$ cat config.mk
export PLATFORM = sky130hd
export DESIGN_NAME = cht_ctrl
export DESIGN_NICKNAME = d
export VERILOG_FILES = /design/src/hw/rtl/cht_pkg.sv /design/src/hw/rtl/cht_ctrl.sv
export SDC_FILE = /design/constraint.sdc
export NUM_CORES = 1
export LEC_CHECK = 0
export ABC_AREA = 1
export BUFFER_PORTS_ARGS = -buffer_cell sky130_fd_sc_hd__buf_2
export CORE_MARGIN = 3
export CORE_UTILIZATION = 49
export CTS_BUF_LIST = sky130_fd_sc_hd__clkbuf_2 sky130_fd_sc_hd__clkbuf_4 sky130_fd_sc_hd__clkbuf_8
export CTS_CLUSTER_SIZE = 40
export DETAILED_ROUTE_END_ITERATION = 10
export PLACE_DENSITY_LB_ADDON = 0.05
export SYNTH_ARGS = -nofsm -noshare
export SYNTH_HDL_FRONTEND = slang
export SYNTH_SLANG_ARGS = --single-unit
$ cat constraint.sdc
create_clock -name clk -period 1.6 [get_ports clk]
set_input_delay 0.08 -clock clk [delete_from_list [all_inputs] [get_ports clk]]
set_output_delay 0.08 -clock clk [all_outputs]
set_load 0.005 [all_outputs]
$ cat src/hw/rtl/cht_pkg.sv
// Shared types, field widths and codes of the chained hash table.
package cht_pkg;

    localparam int CMD_W = 2;
    localparam int KEY_W = 31;
    localparam int VAL_W = 32;
    localparam int STS_W = 3;

    localparam int BUCKETS_DEF = 32;
    localparam int SLOTS_DEF   = 8;

    localparam logic [CMD_W-1:0] OP_ADD    = 2'd0;
    localparam logic [CMD_W-1:0] OP_FIND   = 2'd1;
    localparam logic [CMD_W-1:0] OP_REMOVE = 2'd2;

    localparam logic [STS_W-1:0] ST_ADDED    = 3'd0;
    localparam logic [STS_W-1:0] ST_FULL     = 3'd1;
    localparam logic [STS_W-1:0] ST_FOUND    = 3'd2;
    localparam logic [STS_W-1:0] ST_NOTFOUND = 3'd3;
    localparam logic [STS_W-1:0] ST_REMOVED  = 3'd4;

    typedef struct packed {
        logic [CMD_W-1:0]        cmd;
        logic [KEY_W-1:0]        key;
        logic signed [VAL_W-1:0] value;
    } cht_req_t;

    typedef struct packed {
        logic [STS_W-1:0]        status;
        logic signed [VAL_W-1:0] found_value;
        logic                    last;
    } cht_rsp_t;

    // Commands from the controller to the datapath.
    typedef struct packed {
        logic             clr_step;
        logic             in_load;
        logic             hash_start;
        logic             fill_re;
        logic             fill_load;
        logic             add_write;
        logic             rd_first;
        logic             scan_next;
        logic             pend_load;
        logic             emit_pend;
        logic             rm_mark;
        logic             sh_read;
        logic             sh_write;
        logic             fill_dec;
        logic             fin_set;
        logic [STS_W-1:0] fin_status;
        logic             emit_final;
    } cht_ctl_t;

    // Status from the datapath to the controller.
    typedef struct packed {
        logic             clr_last;
        logic             hash_done;
        logic [CMD_W-1:0] op;
        logic             fill_full;
        logic             fill_zero;
        logic             key_match;
        logic             kv_match;
        logic             scan_last;
        logic             sh_more;
        logic             pend_valid;
        logic             can_emit;
    } cht_sts_t;

endpackage

$ cat src/hw/rtl/cht_ctrl.sv
// Controller state machine: sequences the clearing pass, hashing, memory reads, scans, moves and results.
module cht_ctrl (
    input  logic              clk,
    input  logic              rst_n,
    input  logic              req_valid,
    output logic              req_ready,
    input  cht_pkg::cht_sts_t sts,
    output cht_pkg::cht_ctl_t ctl
);
    import cht_pkg::*;

    typedef enum logic [7:0] {
        S_CLEAR = 8'b0000_0001,
        S_IDLE  = 8'b0000_0010,
        S_HASH  = 8'b0000_0100,
        S_FILL  = 8'b0000_1000,
        S_SCAN  = 8'b0001_0000,
        S_SH_RD = 8'b0010_0000,
        S_SH_WR = 8'b0100_0000,
        S_FINAL = 8'b1000_0000
    } state_t;

    state_t state_reg;
    state_t state_next;
    logic   need_emit;

    always_ff @(posedge clk or negedge rst_n)
    begin
        if (!rst_n)
        begin
            state_reg <= S_CLEAR;
        end
        else
        begin
            state_reg <= state_next;
        end
    end

    // A second match of a find must first push the earlier one out.
    assign need_emit = sts.key_match && sts.pend_valid;

    always_comb
    begin
        ctl        = '0;
        state_next = state_reg;
        req_ready  = 1'b0;
        unique case (state_reg)
            S_CLEAR:
            begin
                ctl.clr_step = 1'b1;
                if (sts.clr_last)
                begin
                    state_next = S_IDLE;
                end
            end
            S_IDLE:
            begin
                req_ready = 1'b1;
                if (req_valid)
                begin
                    ctl.in_load    = 1'b1;
                    ctl.hash_start = 1'b1;
                    state_next     = S_HASH;
                end
            end
            S_HASH:
            begin
                if (sts.hash_done)
                begin
                    ctl.fill_re = 1'b1;
                    state_next  = S_FILL;
                end
            end
            S_FILL:
            begin
                ctl.fill_load = 1'b1;
                priority if (sts.op == OP_ADD)
                begin
                    ctl.fin_set = 1'b1;
                    if (sts.fill_full)
                    begin
                        ctl.fin_status = ST_FULL;
                    end
                    else
                    begin
                        ctl.add_write  = 1'b1;
                        ctl.fin_status = ST_ADDED;
                    end
                    state_next = S_FINAL;
                end
                else if (sts.op == OP_FIND || sts.op == OP_REMOVE)
                begin
                    if (sts.fill_zero)
                    begin
                        ctl.fin_set    = 1'b1;
                        ctl.fin_status = ST_NOTFOUND;
                        state_next     = S_FINAL;
                    end
                    else
                    begin
                        ctl.rd_first = 1'b1;
                        state_next   = S_SCAN;
                    end
                end
                else
                begin
                    state_next = S_IDLE;
                end
            end
            S_SCAN:
            begin
                if (sts.op == OP_FIND)
                begin
                    if (!(need_emit && !sts.can_emit))
                    begin
                        ctl.pend_load = sts.key_match;
                        ctl.emit_pend = need_emit;
                        if (sts.scan_last)
                        begin
                            ctl.fin_set    = 1'b1;
                            ctl.fin_status = (sts.key_match || sts.pend_valid)
                                           ? ST_FOUND : ST_NOTFOUND;
                            state_next     = S_FINAL;
                        end
                        else
                        begin
                            ctl.scan_next = 1'b1;
                        end
                    end
                end
                else
                begin
                    priority if (sts.kv_match)
                    begin
                        ctl.rm_mark = 1'b1;
                        state_next  = S_SH_RD;
                    end
                    else if (sts.scan_last)
                    begin
                        ctl.fin_set    = 1'b1;
                        ctl.fin_status = ST_NOTFOUND;
                        state_next     = S_FINAL;
                    end
                    else
                    begin
                        ctl.scan_next = 1'b1;
                    end
                end
            end
            S_SH_RD:
            begin
                if (sts.sh_more)
                begin
                    ctl.sh_read = 1'b1;
                    state_next  = S_SH_WR;
                end
                else
                begin
                    ctl.fill_dec   = 1'b1;
                    ctl.fin_set    = 1'b1;
                    ctl.fin_status = ST_REMOVED;
                    state_next     = S_FINAL;
                end
            end
            S_SH_WR:
            begin
                ctl.sh_write = 1'b1;
                state_next   = S_SH_RD;
            end
            S_FINAL:
            begin
                if (sts.can_emit)
                begin
                    ctl.emit_final = 1'b1;
                    state_next     = S_IDLE;
                end
            end
            default:
            begin
                state_next = S_IDLE;
            end
        endcase
    end

endmodule

==> metrics.cfg, run 1 <==
[status]
status=complete, but fails checks
violations=negative setup slack

[yosys]
muxShareOfSynthArea_pct=0
synth_xor_area_share_pct=0
yosysTopAreaCellShare_pct=21.0
synthCells=124
synth_area_um2=836
synthTopCellsByArea=dfrtp_1 (21%), nand2_1 (13%), inv_1 (11%)
yosys_warnings=0
synth_cell_types=25
synth_fp_nets=142
synth-simple-area-share_pct=52.4
synth_top_area_cell=dfrtp_1
synthAdderAreaFrac_pct=4.49
synth_compound_area_share_pct=5.09
ys_seq_elements=8
yosysSeqAreaShare_pct=24.1
synth.avg_cell_area_um2=6.74
synth_top_family_by_area=simple AND/OR/NAND/NOR gates

[placed_design]
placed_cells=172
dpl.hpwl_um=1610
gp_congestion=0.753
port_buffers=34
place_area_mm2=0.00101

[layout]
layout_common_cells=buf_2 (34), nand2_1 (25), inv_1 (24)
drive_gt1_share_pct=43.5
fill_cells=139
final_util_pct=73.0
design_area_mm2=0.00114
diodes=0
final_common_cell=buf_2
nNetsFinal=187
area_delta_synth_final_pct=36.2
stdcell_count=184
largest_reg_flops=8

[die]
die_w_um=47.3
die_h_um=47.3
pin_count=35
rows=14
initial_utilization_pct=53.6
die_area_mm2=0.00224
coreArea_mm2=0.00156

[power]
p_per_area_mw_per_mm2=890
ir_drop_uv=401
p_leak_nw=0.729

[route]
vias=894
wl_um=1990
drc=0
wire_per_inst_um=10.8
viasPerCell=4.86
ant_nets=0
dr.pass1.iters=4
drt_iter0_drc=16

[critical_path]
crit_buf_inv=2
cp_cell_sequence=nor2_4, nand3_4, nor2_8, inv_4, nor2_4, nand2_1, o22ai_2, buf_2
cp_top_family=simple AND/OR/NAND/NOR gates
critPathKind=reg -> out
cp-end-kind=output port
crit_path_frequent_cell=nor2_4
required_ps=1520
critPathMaxStageDelay_ps=400
crit_path_start_kind=flip-flop
arrival_ps=1520
critPathSlowestCell=dfrtp_1
critPathMaxFanout=4

[grt]
grt_util_all_layers_pct=19.4
grt_max_degree=9
overflow=0
grt_pass1_wl_um=3150
antenna_found_initial=0
grt_pass1_vias=823

[sta]
fmax_mhz=624
hold_viol=0
maxSlewViolCount=0
fin_ws_ps=-2.10
rsz0062_at_grt=yes
post-route-period-util_pct=100
setup_viol=1
finalCriticalPeriod_ps=1600
skew_ps=2.78
tightest_slew_ps=232
whs_ps=77.6
setup_tns_ps=-2.10
relSlewSlack_pct=84.4

[clock_network]
cts_tree=built
cts_root_buf=clkbuf_4
clock-sinks=8
cts_buffer_depth=2
htree_levels=1
clock_latency_ps=250
path_clk_slew_ps=50
cts_buffers=3

[min_path]
holdCritPathClass=in -> reg

[flow_run]
drv_cap=0

## metrics by stage
step,setup WS (ps),power (mW)
6_report,-2.10,1.01
5_1_grt,-94.3,1.10
4_1_cts,-14.7,0.976
3_5_place_dp,228,0.766
3_3_place_gp,254,0.756
2_1_floorplan,345,0.647
## logic make-up after synthesis
kind of cell	count (synthesis)
buf+inv	29
simple gates	78
flops	8
compound gates	6
fa+ha+maj	3
## timing repair
item                                    CTS  global route
endpoints found under the setup margin    3             7
endpoints found under the hold margin     8             0
pin swaps                                 3             3
setup buffers                             4             3
gates resized for setup                   6             5
hold buffers                              1             0
## power breakdown
part	switching, mW	total [mW]	internal, mW
clock	0.0660	0.178	0.112
combinational	0.339	0.551	0.211
sequential	0.0442	0.284	0.240
total	0.450	1.01	0.563
## metal layers
metal	global-route usage (%)	wire [um]	vias up
met5	0	0	-
met4	4.97	0	0
met3	3.45	79	0
met2	36.4	1070	25
met1	22.3	837	398
li1	-	-	471
## Yosys cell counts (all sizes together)
| library cell | count |
|---|---|
| nand2 | 31 |
| nor2 | 29 |
| inv | 27 |
| nand3 | 9 |
| dfrtp | 7 |
| nor3 | 4 |
| ha | 3 |
| nor4 | 3 |
| a21oi | 2 |
| buf | 2 |
| nand3b | 2 |
| o21ai | 2 |
| o22ai | 2 |
| dfstp | 1 |
## worst paths after layout
path,from,to,slack [ps],cells past startpoint
worst max register to register,state_reg[6]$_DFFE_PN0P_,state_reg[7]$_DFFE_PN0P_,140,9
worst min register to register,state_reg[5]$_DFFE_PN0P_,state_reg[5]$_DFFE_PN0P_,640,3
worst min-delay path,sts[11],state_reg[0]$_DFFE_PN1P_,80,3
worst max-delay path,state_reg[6]$_DFFE_PN0P_,ctl[1],-2,8
min in group asynchronous,rst_n,state_reg[5]$_DFFE_PN0P_,190,2
max in group asynchronous,rst_n,state_reg[0]$_DFFE_PN1P_,1170,2
## cell type report
type	instances	area, um2	share of cell area (%)
tap	16	20.0	1.76
clock buffer	4	30.0	2.64
multi-input combinational	87	548	48.1
timing repair buffer	42	233	20.4
sequential	8	204	17.9
inverter	27	104	9.12
## worst min-delay path: stages
cell      delay (ps)
buf_2             70
nand3b_1         120
inv_1             50
No activity file was read; power rests on OpenSTA's default activity.
==> run 2, diff against run 1 <==
--- a/config.mk
+++ b/config.mk
@@ -8,7 +8,7 @@
 export ABC_AREA = 1
 export BUFFER_PORTS_ARGS = -buffer_cell sky130_fd_sc_hd__buf_2
 export CORE_MARGIN = 3
-export CORE_UTILIZATION = 49
+export CORE_UTILIZATION = 45
 export CTS_BUF_LIST = sky130_fd_sc_hd__clkbuf_2 sky130_fd_sc_hd__clkbuf_4 sky130_fd_sc_hd__clkbuf_8
 export CTS_CLUSTER_SIZE = 40
 export DETAILED_ROUTE_END_ITERATION = 10
==> run 2 against run 1 <==
Against the previous run: the run now ends clean; non-clock buffer count grew 5; setup slack gained 17 ps; sequential power decreased by 3%; hold slack improved by 29 ps; clock power grew 3%; combinational power rose by 4.4%; power is 2.1% higher; fmax is 1.1% higher.
==> metrics.cfg, run 2 (same netlist as run 1, synthesis figures left out) <==
[grt]
grt_util_all_layers_pct=18.2  ; -1.3 points
grt_pass1_vias=841  ; +2.2%
grt_max_degree=9  ; unchanged
antenna_found_initial=0  ; unchanged
grt_pass1_wl_um=3450  ; +9.7%
overflow=0  ; unchanged

[power]
p_per_area_mw_per_mm2=851  ; -4.3%
switching_share_pct=44.6  ; +0.18 points
p_seq_share_pct=26.7  ; -1.3 points
p_leak_nw=0.785  ; +7.7%
p_switching_mw=0.461  ; +2.5%
ir_drop_uv=403  ; +0.37%
comb_power_share_pct=55.6  ; +1.2 points
finalPower_mw=1.03  ; +2.1%
p_int_mw=0.573  ; +1.7%
clock_power_share_pct=17.7  ; about the same

[sta]
finalCriticalPeriod_ps=1590  ; -17.0 ps
relSlewSlack_pct=78.3  ; -6.1 points
setup_viol=0  ; -1
fmax_mhz=631  ; +1.1%
skew_ps=5.04  ; +2.25 ps
hold_viol=0  ; unchanged
maxSlewViolCount=0  ; unchanged
tightest_slew_ps=325  ; +93.0 ps
fin_ws_ps=14.9  ; +17.0 ps
rsz0062_at_grt=yes
post-route-period-util_pct=99.1  ; -1.1 points

[flow_run]
drv_cap=0  ; unchanged

[layout]
area_delta_synth_final_pct=45.4
seq_area_um2=203  ; -0.61%
largest_reg_flops=8  ; unchanged
nNetsFinal=192  ; +2.7%
final_common_cell=buf_2
layout_common_cells=buf_2 (34), inv_1 (24), nand2_1 (23)
drive_gt1_share_pct=48.0  ; +4.5 points
multi_input_area_um2=571  ; +4.1%
fill_cells=137  ; -1.4%
stdcell_count=197  ; +7.1%
diodes=0  ; unchanged

[critical_path]
cp_top_family=simple AND/OR/NAND/NOR gates
crit_path_frequent_cell=nor2_4
critPathMaxFanout=3  ; -1
required_ps=1520  ; about the same
crit_start=state_reg[6]$_DFFE_PN0P_
regToRegStartpoint=state_reg[0]$_DFFE_PN1P_
crit_path_start_kind=flip-flop
critPathKind=reg -> out
cp-end-kind=output port
critPathSlowestCell=dfrtp_1
arrival_ps=1510  ; about the same
crit_buf_inv=2  ; unchanged
critPathMaxStageDelay_ps=400  ; about the same
cp_cell_sequence=nor2_4, nand3_4, nor2_8, inv_4, nor2_4, nand2_1, o22ai_2, buf_2

[route]
dr.pass1.iters=4  ; unchanged
drc=0  ; unchanged
wire_per_inst_um=10.5  ; -3.0%
drt_iter0_drc=21  ; +5
viasPerCell=4.62  ; -4.8%
vias=911  ; +1.9%
ant_nets=0  ; unchanged
wl_um=2070  ; +3.8%

[die]
rows=14  ; unchanged
coreArea_mm2=0.00163  ; +4.5%
die_area_mm2=0.00241  ; +7.7%
pin_count=35  ; unchanged
initial_utilization_pct=51.3  ; -2.3 points
die_h_um=49.1  ; +3.8%
die_w_um=49.1  ; +3.8%

[clock_network]
clock_latency_ps=250  ; about the same
path_clk_slew_ps=60  ; about the same
cts_buffers=3  ; unchanged
clock-sinks=8  ; unchanged
htree_levels=1  ; unchanged
cts_tree=built
cts_root_buf=clkbuf_4
cts_buffer_depth=2  ; unchanged

[placed_design]
gp_congestion=0.793  ; +5.3%
port_buffers=34  ; unchanged
dp_slack_ps=242  ; +14.3 ps
placed_cells=180  ; +4.7%
dpl.hpwl_um=1570  ; -2.6%

[min_path]
holdCritPathClass=in -> reg
hp-start=sts[2]

[status]
status=complete, no violations

-- run 2: cell count changes in the layout (fill, tap and decap cells not counted), sizes merged --
| cell | change |
|---|---|
| buf | +5 |
-- run 2: final cells by class --
class / count / share of cell area [%]
Multi-Input combinational cell: 87 / 47.0
Timing Repair Buffer: 47 / 22.9
Sequential cell: 8 / 16.7
Inverter: 27 / 8.55
Clock buffer: 4 / 2.47
Tap cell: 24 / 2.47
-- run 2: per-stage QoR --
step | hold WS, ps | cell area [um2] | utilization, % | TNS [ps]
2_1_floorplan | -216 | 836 | - | 0
3_3_place_gp | -69.9 | 1020 | 62.7 | 0
3_5_place_dp | -68.5 | 1020 | 62.7 | 0
4_1_cts | 90.5 | 1130 | 69.2 | -3.17
5_1_grt | 119 | 1210 | 74.6 | -402
6_report | 106 | 1210 | 74.6 | 0
-- run 2: routing by layer --
layer	global-route usage, %	vias up	wire length [um]
met1	20.6	403	831
li1	-	478	-
met2	31.9	26	1110
met3	2.14	4	86
met4	11.4	0	36
met5	0	-	0
-- run 2: worst reg2reg max path, cell delays in order (launching register included) --
cell and delay, ps:
dfstp_2 560, nor2_4 60, nand2_4 120, nor2_8 60, buf_4 140, buf_4 140
nand2_4 60, nand3_2 70, nor2_2 120, nand2_1 70, nand2_1 70
-- run 2: power by group through the flow --
| stage | clock [mW] | combinational [mW] | sequential (mW) |
|---|---|---|---|
| global placement | 0 | 0.485 | 0.272 |
| detailed placement | 0 | 0.489 | 0.273 |
| global route | 0.208 | 0.636 | 0.281 |
| floorplan | 0 | 0.377 | 0.269 |
| finish | 0.183 | 0.575 | 0.276 |
| CTS | 0.186 | 0.508 | 0.270 |
-- run 2: path summary, 6_finish.rpt --
path	to	slack, ps	cells after the start
hold reg to reg	state_reg[6]$_DFFE_PN0P_	660	3
setup / recovery	ctl[1]	10	8
setup reg to reg	state_reg[4]$_DFFE_PN0P_	70	10
min in group asynchronous	state_reg[7]$_DFFE_PN0P_	190	2
hold / removal	state_reg[6]$_DFFE_PN0P_	110	3
max in group asynchronous	state_reg[0]$_DFFE_PN1P_	1170	2
-- run 2: what timing repair did --
item,in CTS,in global routing
pin swaps,6,13
hold endpoints to repair,8,0
setup endpoints to repair,3,11
hold buffers,1,0
setup buffers,7,6
resized for setup,4,14
gates cloned,0,0
